**src/hdl/isfe_pkg.sv**
```systemverilog
// shared types, constants and the bucket hash of the address set
package isfe_pkg;

   localparam int CAPACITY = 1024;
   localparam int SLOT_W   = $clog2(CAPACITY);
   localparam int CNT_W    = $clog2(CAPACITY + 1);
   localparam int IP_W     = 32;
   localparam int OP_W     = 2;
   localparam int TOTAL_W  = 11;
   localparam int LINK_W   = SLOT_W + 1;
   localparam int QDEPTH   = 2;
   localparam int Q_PTR_W  = (QDEPTH > 1) ? $clog2(QDEPTH) : 1;
   localparam int Q_CNT_W  = $clog2(QDEPTH + 1);

   localparam logic [OP_W-1:0] OP_QUERY = 2'd0;
   localparam logic [OP_W-1:0] OP_ADD   = 2'd1;
   localparam logic [OP_W-1:0] OP_DEL   = 2'd2;

   typedef enum logic [1:0] {
      KIND_QUERY,
      KIND_ADD,
      KIND_DEL
   } kind_type;

   typedef struct packed {
      kind_type            kind;
      logic [IP_W-1:0]     ip;
      logic [SLOT_W-1:0]   bucket;
   } item_type;

   typedef struct packed {
      logic     valid;
      item_type item;
   } qhead_type;

   typedef struct packed {
      logic              valid;
      logic [SLOT_W-1:0] slot;
   } link_type;

   typedef enum logic [3:0] {
      ST_CLEAR,
      ST_IDLE,
      ST_HEAD,
      ST_CMP,
      ST_MISS,
      ST_EV_KEY,
      ST_UNLINK,
      ST_AGE,
      ST_POP_WAIT,
      ST_INS_HEAD,
      ST_INS,
      ST_RESULT
   } state_type;

   // xor fold of the address down to a bucket index
   function automatic logic [SLOT_W-1:0] bucket_hash(input logic [IP_W-1:0] ip);
      logic [SLOT_W-1:0] h;
      h = '0;
      for (int i = 0; i < IP_W; i++) begin
         h[i % SLOT_W] = h[i % SLOT_W] ^ ip[i];
      end
      return h;
   endfunction

endpackage

```
**src/hdl/isfe_front.sv**
```systemverilog
// front end: takes commands, classifies the op, hashes the address, queues items
module isfe_front (
   input  logic                      clock,
   input  logic                      reset,
   input  logic                      push,
   input  logic [isfe_pkg::OP_W-1:0] op,
   input  logic [isfe_pkg::IP_W-1:0] ip,
   input  logic                      pop,
   output logic                      full,
   output isfe_pkg::qhead_type       head
);
   import isfe_pkg::*;

   item_type             entry_ff [QDEPTH];
   logic [Q_PTR_W-1:0]   rd_ptr_ff, rd_ptr_in;
   logic [Q_PTR_W-1:0]   wr_ptr_ff, wr_ptr_in;
   logic [Q_CNT_W-1:0]   cnt_ff, cnt_in;
   item_type             new_item;
   logic                 do_pop;

   // unused op code behaves as a query
   always_comb begin
      new_item.ip     = ip;
      new_item.bucket = bucket_hash(ip);
      unique case (op)
         OP_ADD:  new_item.kind = KIND_ADD;
         OP_DEL:  new_item.kind = KIND_DEL;
         default: new_item.kind = KIND_QUERY;
      endcase
   end

   assign do_pop = pop && (cnt_ff != '0);
   assign full   = (cnt_ff == Q_CNT_W'(QDEPTH));

   always_comb begin
      rd_ptr_in = rd_ptr_ff;
      wr_ptr_in = wr_ptr_ff;
      cnt_in    = cnt_ff;
      if (push) begin
         wr_ptr_in = (wr_ptr_ff == Q_PTR_W'(QDEPTH - 1)) ? '0 : wr_ptr_ff + 1'b1;
      end
      if (do_pop) begin
         rd_ptr_in = (rd_ptr_ff == Q_PTR_W'(QDEPTH - 1)) ? '0 : rd_ptr_ff + 1'b1;
      end
      if (push && !do_pop) begin
         cnt_in = cnt_ff + 1'b1;
      end else if (do_pop && !push) begin
         cnt_in = cnt_ff - 1'b1;
      end
   end

   always_ff @(posedge clock) begin
      if (reset) begin
         rd_ptr_ff <= '0;
         wr_ptr_ff <= '0;
         cnt_ff    <= '0;
      end else begin
         rd_ptr_ff <= rd_ptr_in;
         wr_ptr_ff <= wr_ptr_in;
         cnt_ff    <= cnt_in;
      end
   end

   always_ff @(posedge clock) begin
      if (push) begin
         entry_ff[wr_ptr_ff] <= new_item;
      end
   end

   assign head.valid = (cnt_ff != '0);
   assign head.item  = entry_ff[rd_ptr_ff];

endmodule

```
**config.mk**
```make
export PLATFORM = sky130hd
export DESIGN_NAME = isfe_front
export DESIGN_NICKNAME = d
export VERILOG_FILES = /design/src/hdl/isfe_pkg.sv /design/src/hdl/isfe_front.sv
export SDC_FILE = /design/constraint.sdc
export NUM_CORES = 1
export LEC_CHECK = 0
export CAP_MARGIN = 30
export CELL_PAD_IN_SITES_DETAIL_PLACEMENT = 0
export CELL_PAD_IN_SITES_GLOBAL_PLACEMENT = 1
export CORE_ASPECT_RATIO = 1.4
export CORE_UTILIZATION = 47
export DETAILED_ROUTE_END_ITERATION = 7
export DONT_BUFFER_PORTS = 1
export HOLD_SLACK_MARGIN = 0.03
export PLACE_DENSITY_LB_ADDON = 0.1
export SYNTH_ARGS = -nofsm -noshare
export SYNTH_HDL_FRONTEND = slang
export SYNTH_SLANG_ARGS = --single-unit
```
**constraint.sdc**
```tcl
create_clock -name clock -period 3.2 [get_ports clock]
set_input_delay 0.64 -clock clock [delete_from_list [all_inputs] [get_ports clock]]
set_output_delay 0.64 -clock clock [all_outputs]
set_load 0.05 [all_outputs]
```
# Yosys cells after proc, flatten, opt, wreduce, memory -nomap -nowiden
# Memory sizes are Yosys's and may differ from the RTL's. A register that Yosys moved wholly into a read port is not among the register bits.
# Cells that the tools add are included.
# totals
ff_bits	4
ramBits	88
output_inout_bits	46
n_memories	1
# mem_list
memory	depth	width	read_ports	rd_clocked_by_memory_dff	write_ports	line_no	rtl
entry_ff	2	44	1	1	1	isfe_front.sv:14	item_type entry_ff [QDEPTH];
# classes
n_addsub	4
n_eq_ne	3
muxes	9
bitwise_logic	22
n_reduce_logical	7
# op_table
cell	count
$xor A1 B1 Y1	22
$mux W1	6
$eq A2 B2 Y1 const B	2
$mux W2	2
$pmux W2 S2	1
$reduce_bool A2 Y1	2
$logic_and A1 B1 Y1	3
$add A1 B1 Y1 const B	2
$add A2 B1 Y2 const B	1
$eq A2 B1 Y1 const B	1
$logic_not A1 Y1	2
$sub A2 B1 Y2 const B	1

# Logic depth before layout (Yosys ltp)
# Gate-level depths: netlist of run 1.
# depth
word_depth	5
depth_mapped	5
ltp_nobuf	5

# Least setup slack after synthesis of run 1
# Ideal clock, no wire load.
# synth_timing
path_type	input-to-reg
startpoint	input push
endpoint	memory entry_ff[0][0] in the netlist's numbering, enable pin
setup_ps	451
arrival_ps	2600
required_ps	2749
path_slack_ps	149
cell_stages	1
n_path_buf	0
path_cell_list	nor2b_1
# synth_between
elab_chain_cells	2
# synth_rtl
item	line_no	rtl
start: declaration	isfe_front.sv:5	input logic push,
$mux W1	isfe_front.sv:65	if (push) begin
$mux W1 (implied by the code)	isfe_front.sv:66	entry_ff[wr_ptr_ff] <= new_item;
end: declaration	isfe_front.sv:14	
# No other way between the ends.

==> results of run 1 <==
metal layers:
layer	global-route usage, %	part of all wire (%)	wire, um
met3	4.59	7.3	398
met2	26.3	55	3010
met4	10.7	3.2	176
met5	0	0	0
met1	14.2	35	1890
cell usage after synthesis:
library cell and instances:
a21oi_1 1, and2_1 1, and2b_2 1, buf_2 1, buf_4 4, dfxtp_1 5, edfxtp_1 88, ha_1 1
mux2_2 44, nor2_1 4, nor2b_1 3, o21ai_0 2, or2_2 1, or3_1 1, xnor2_1 21, xor2_1 5
final cells by class:
cell class,count,area [sq um],area share [%]
clock buffers,12,135,3.49
clock inverters,3,13.8,0.356
multi-input cells,85,821,21.2
flip-flops and latches,93,2740,70.9
well taps,97,121,3.14
repair buffers,3,35.0,0.905
report_power, final:
part           leakage (nW)  switching, mW  internal [mW]
logic                 0.292          0.832          0.270
clock network        0.0776          0.352          0.274
registers             0.869         0.0682           1.45
total                  1.24           1.25           2.00
sequential cells by signal (all words and copies together) (netlist names), named ones only:
name / count
entry_ff: 88
rd_ptr_ff: 1
cnt_ff: 2
wr_ptr_ff: 1
through the flow:
stage               hold slack, ns  setup WS (ns)  util (%)  power (mW)  cells
detailed placement           0.489           1.01      50.6        2.66    278
global route                 0.330          0.537      52.6        3.37    293
finish                       0.346          0.668      52.6        3.25    293
CTS                          0.325          0.616      52.6        3.29    293
global placement             0.484           1.06      50.3        2.64    277
floorplan                    0.466          0.149         -        2.58    183
logic make-up after synthesis:
kind of cell	share of synthesized area, %
flip-flops	76.4
multiplexers	13.8
XOR/XNOR	6.34
AND/OR/NAND/NOR	1.71
buffers and inverters	0.976
AO/OA/AOI/OAI	0.418
adder cells (fa/ha/maj)	0.348
path summary, 6_finish.rpt:
| kind | cells past startpoint | start | slack, ns | end |
|---|---|---|---|---|
| hold reg to reg | 2 | rd_ptr_ff$_SDFFE_PP0P_ | 0.52 | rd_ptr_ff$_SDFFE_PP0P_ |
| hold / removal | 1 | reset | 0.35 | register |
| setup / recovery | 2 | register | 0.67 | head[39] |
| setup reg to reg | 4 | cnt_ff[0]$_SDFFE_PP0P_ | 1.64 | cnt_ff[1]$_SDFFE_PP0P_ |
critical path, cell delays in order (launching register included):
cell and delay, ns:
dfxtp_2 0.57, buf_4 0.44, mux2_2 0.52
==> summary.txt, run 1 <==
Timing
  – Max Clock Freq: around 0.39 GHz
  – Pin slew with the least headroom to its limit: 0.585 ns
  – Pins Over Slew Limit: 0
  – Tcrit/Tclk final: 79.1%
  – Min Clock Period, post-route: 2.53 ns
  – RSZ-0062 raised after global routing: no
  – Final Hold Viols: 0
  – Setup-failing EPs final: 0
  – Worst slew margin: 61.0%
  – Worst Skew: 0.00882 ns
  – Fin Setup TNS: 0 ns

Floorplanning
  – Die height: about 110 um
  – Die span in x: between 70 and 80 um
  – Core area: 0.00736 sq mm
  – Die area: approximately 0.0080 sq mm
  – Cell Rows: 37
  – Initial Util: 48.8%
  – Ports: 84

Yosys
  – Post-synthesis cell count: 183
  – Syn avg cell area: 19.6 sq um
  – Sequential share of the synthesized area: 76.4%
  – Netlist Area Pre-Place: 0.00359 sq mm
  – Dominant cell type by area after synthesis: edfxtp_1
  – Yosys warning total: 0
  – Top cells by area, synth: edfxtp_1 (74%), mux2_2 (14%), xnor2_1 (5.1%)
  – Share of the synthesized area in the top cell type: 73.6%
  – Synthesized flop and latch total: 93
  – Syn_nets: between 200 and 250
  – Synth cell types: 16

Clock network
  – Clock Latency Late Sink: 0.35 ns
  – Root buf cell: clkbuf_8
  – Hold_buf cts: 0
  – Post-CTS setup buffer count: 0
  – CTS tree: done
  – Post-CTS Resized: 0
  – CTS sink count: 93
  – Clock buffer depth: 2
  – CTS buffer count: 9
  – H-tree Lvls: 3
  – Clock slew at reported path FFs: 0.07 ns

GRT
  – Total track usage: around 15%
  – Number of global-route vias before repair: roughly 1700
  – Largest net degree at the start of global routing: 45
  – Initial antenna violation count: 0
  – First-pass GRT wire length: 8270 um
  – Gr ovfl total: 0

Routing
  – Via density: 5.25
  – Residual DRC: 0
  – Drt total wl: about 5500 um
  – Vias post-DR: 1537
  – Drt first pass iters: 4
  – WL/cell: 18.7 um
  – Detail Route Antenna Nets: 0
  – DR iter-0 viols: 89

Critical path
  – Crit-path max FO: 29
  – Nature of the critical path startpoint: register
  – Crit Path Class: reg -> out
  – CP required: 2.56 ns
  – Setup crit end kind: output pin
  – Arr. time, crit path: 1.89 ns

Placement
  – HPWL after DPL: 3640 um
  – Final GP Congestion: ~0.64
  – Port Buf Inserts: 0
  – Placement Cell Area: 0.00372 sq mm

Job
  – Max_cap viols: 0

Finish
  – Layout Nets: 231
  – Most frequent cells in the layout: edfxtp_1 (88), mux2_2 (44), xnor2_1 (21), clkbuf_8 (9), xor2_1 (5)
  – Diode count: 0
  – Fillcell total: around 600
  – Fraction of layout instances using a drive strength above 1: 32.1%
  – Commonest non-fill, non-tap cell in the layout: edfxtp_1
  – Area growth syn-to-layout: 7.81%
  – Finished layout cell area: 0.00387 sq mm

Outcome
  – Status: finished, final reports clean

Power
  – Pleak: ~1.2 nW
  – Peak supply drop: around 0.47 mV
  – Pwr Density: 839 mW/mm^2

Worst hold path
  – Min-Delay Path Class: in -> reg
Power figures use the tool's default switching activity.
==> inputs of run 2 (changes only) <==
--- a/config.mk
+++ b/config.mk
@@ -9,7 +9,7 @@
 export CELL_PAD_IN_SITES_DETAIL_PLACEMENT = 0
 export CELL_PAD_IN_SITES_GLOBAL_PLACEMENT = 1
 export CORE_ASPECT_RATIO = 1.4
-export CORE_UTILIZATION = 47
+export CORE_UTILIZATION = 52
 export DETAILED_ROUTE_END_ITERATION = 7
 export DONT_BUFFER_PORTS = 1
 export HOLD_SLACK_MARGIN = 0.03
==> constraint.sdc (replaced) <==
create_clock -name clock -period 2.4 [get_ports clock]
set_input_delay 0.48 -clock clock [delete_from_list [all_inputs] [get_ports clock]]
set_output_delay 0.48 -clock clock [all_outputs]
set_load 0.05 [all_outputs]
==> summary.txt, run 2 (synthesized netlist as in run 1, its figures left out) <==
Clock network
  – CTS tree: done
  – Clock buffer depth: 2
  – Hold_buf cts: 0
  – Root buf cell: clkbuf_8
  – Clock Latency Late Sink: 0.34 ns
  – Post-CTS setup buffer count: 0
  – CTS buffer count: 9
  – H-tree Lvls: 3
  – Clock slew at reported path FFs: 0.08 ns
  – CTS sink count: 93
  – Post-CTS Resized: 0

Floorplanning
  – Die height: between 100 and 150 um
  – Initial Util: between 50% and 60%
  – Die span in x: 72.2 um
  – Cell Rows: 35
  – Die area: 0.00724 sq mm
  – Ports: between 80 and 90
  – Core area: 0.00661 sq mm

Finish
  – Fraction of layout instances using a drive strength above 1: 33.8%
  – Area growth syn-to-layout: 9.34%
  – Fillcell total: 516
  – Reg with most FFs: entry_ff
  – Diode count: 0
  – Layout Nets: 232
  – Max FFs per register: 88
  – Most frequent cells in the layout: edfxtp_1 (88), mux2_2 (44), xnor2_1 (21), clkbuf_8 (9), xor2_1 (5)
  – Largest regs: entry_ff (88), cnt_ff (2)
  – Post-route insts no fill: 290
  – Commonest non-fill, non-tap cell in the layout: edfxtp_1
  – Final core utilization: 59.4%

Timing
  – Fin Setup TNS: 0 ns
  – Pin slew with the least headroom to its limit: 0.663 ns
  – Max Clock Freq: approximately 0.51 GHz
  – Min Clock Period, post-route: 1.96 ns
  – Tcrit/Tclk final: 81.8%
  – Setup-failing EPs final: 0
  – Final Hold Viols: 0
  – Hold slack: 0.205 ns
  – Worst slew margin: approximately 56%
  – Pins Over Slew Limit: 0
  – Worst Skew: 0.00814 ns
  – RSZ-0062 raised after global routing: no

GRT
  – First-pass GRT wire length: 8080 um
  – Initial antenna violation count: 0
  – Number of global-route vias before repair: roughly 1700
  – Largest net degree at the start of global routing: 24
  – Gr ovfl total: 0
  – Total track usage: 15.5%

Routing
  – WL met3: approximately 400 um
  – DR WL met2: 2920 um
  – Drt total wl: approximately 5300 um
  – Detail Route Antenna Nets: 0
  – Uppermost layer routed: met4
  – DR iter-0 viols: 46
  – Via density: 5.30
  – Residual DRC: 0
  – Vias post-DR: 1536
  – WL/cell: 18.4 um
  – Drt first pass iters: 4
  – Wl on met1: 1930 um

Power
  – Pleak: 1.26 nW
  – Pwr Density: 1140 mW/mm^2
  – Power Total: ~4.5 mW
  – Peak supply drop: 0.619 mV

Placement
  – Final GP Congestion: 0.677
  – Port Buf Inserts: 0
  – Dpl cells: 274
  – HPWL after DPL: 3660 um

Critical path
  – Crit-path max FO: 23
  – Crit Path Class: reg -> out
  – CP cell instances: buf_4 > mux2_2
  – R2R setup slack: 0.85 ns
  – Setup crit end kind: output pin
  – CP required: 1.92 ns
  – Slowest stage delay, CP: 0.51 ns
  – Nature of the critical path startpoint: register
  – Arr. time, crit path: around 1.5 ns
  – Slowest cell on crit path: mux2_2

Worst hold path
  – Min-Delay Path Class: in -> reg

Outcome
  – Status: finished, final reports clean

Job
  – Max_cap viols: 0
[run 2: cell count changes in the layout (fill, tap and decap cells not counted), sizes merged]
| cell | before | now |
|---|---|---|
| buf | 3 | 4 |
| bufinv | 0 | 1 |
| clkinv | 3 | 4 |
| clkbuf | 12 | 9 |
| clkinvlp | 0 | 2 |
[run 2: final cells by class]
type	instances	area, sq um	share of cell area [%]
clock inverters	7	66.3	1.69
well taps	92	115	2.93
multi-input cells	85	821	20.9
repair buffers	4	55.1	1.40
flip-flops and latches	93	2740	69.9
clock buffers	9	124	3.16
[run 2: worst paths after layout]
kind                            cells after the start                      to                    from
worst max register to register                      4  cnt_ff[1]$_SDFFE_PP0P_  cnt_ff[0]$_SDFFE_PP0P_
worst max-delay path                                2                head[16]                register
worst min register to register                      2  cnt_ff[1]$_SDFFE_PP0P_  cnt_ff[1]$_SDFFE_PP0P_
worst min-delay path                                1  wr_ptr_ff$_SDFFE_PP0P_                   reset
[run 2: per-stage QoR]
| stage | setup WS (ns) | cell area [sq um] |
|---|---|---|
| 2_1_floorplan | 0.329 | 3590 |
| 3_3_place_gp | 0.784 | 3730 |
| 3_5_place_dp | 0.761 | 3730 |
| 4_1_cts | 0.397 | 3930 |
| 5_1_grt | 0.353 | 3930 |
| 6_report | 0.438 | 3930 |
[run 2: critical path: cells and delay by family (launching register included)]
kind,cells,cell delay [ns]
flip-flops,1,0.33
multiplexers,1,0.51
buffers and inverters,1,0.30
[run 2: layer usage]
layer	track usage [%]	vias to the layer above
li1	-	709
met1	16.1	765
met2	27.2	54
met3	5.02	8
met4	8.14	0
met5	0	-
[run 2: where the power goes]
| group | total, mW | switching, mW | internal, mW |
|---|---|---|---|
| logic | 1.53 | 1.15 | 0.374 |
| clock network | 0.968 | 0.494 | 0.474 |
| registers | 1.98 | 0.0478 | 1.93 |
| total | 4.48 | 1.70 | 2.78 |
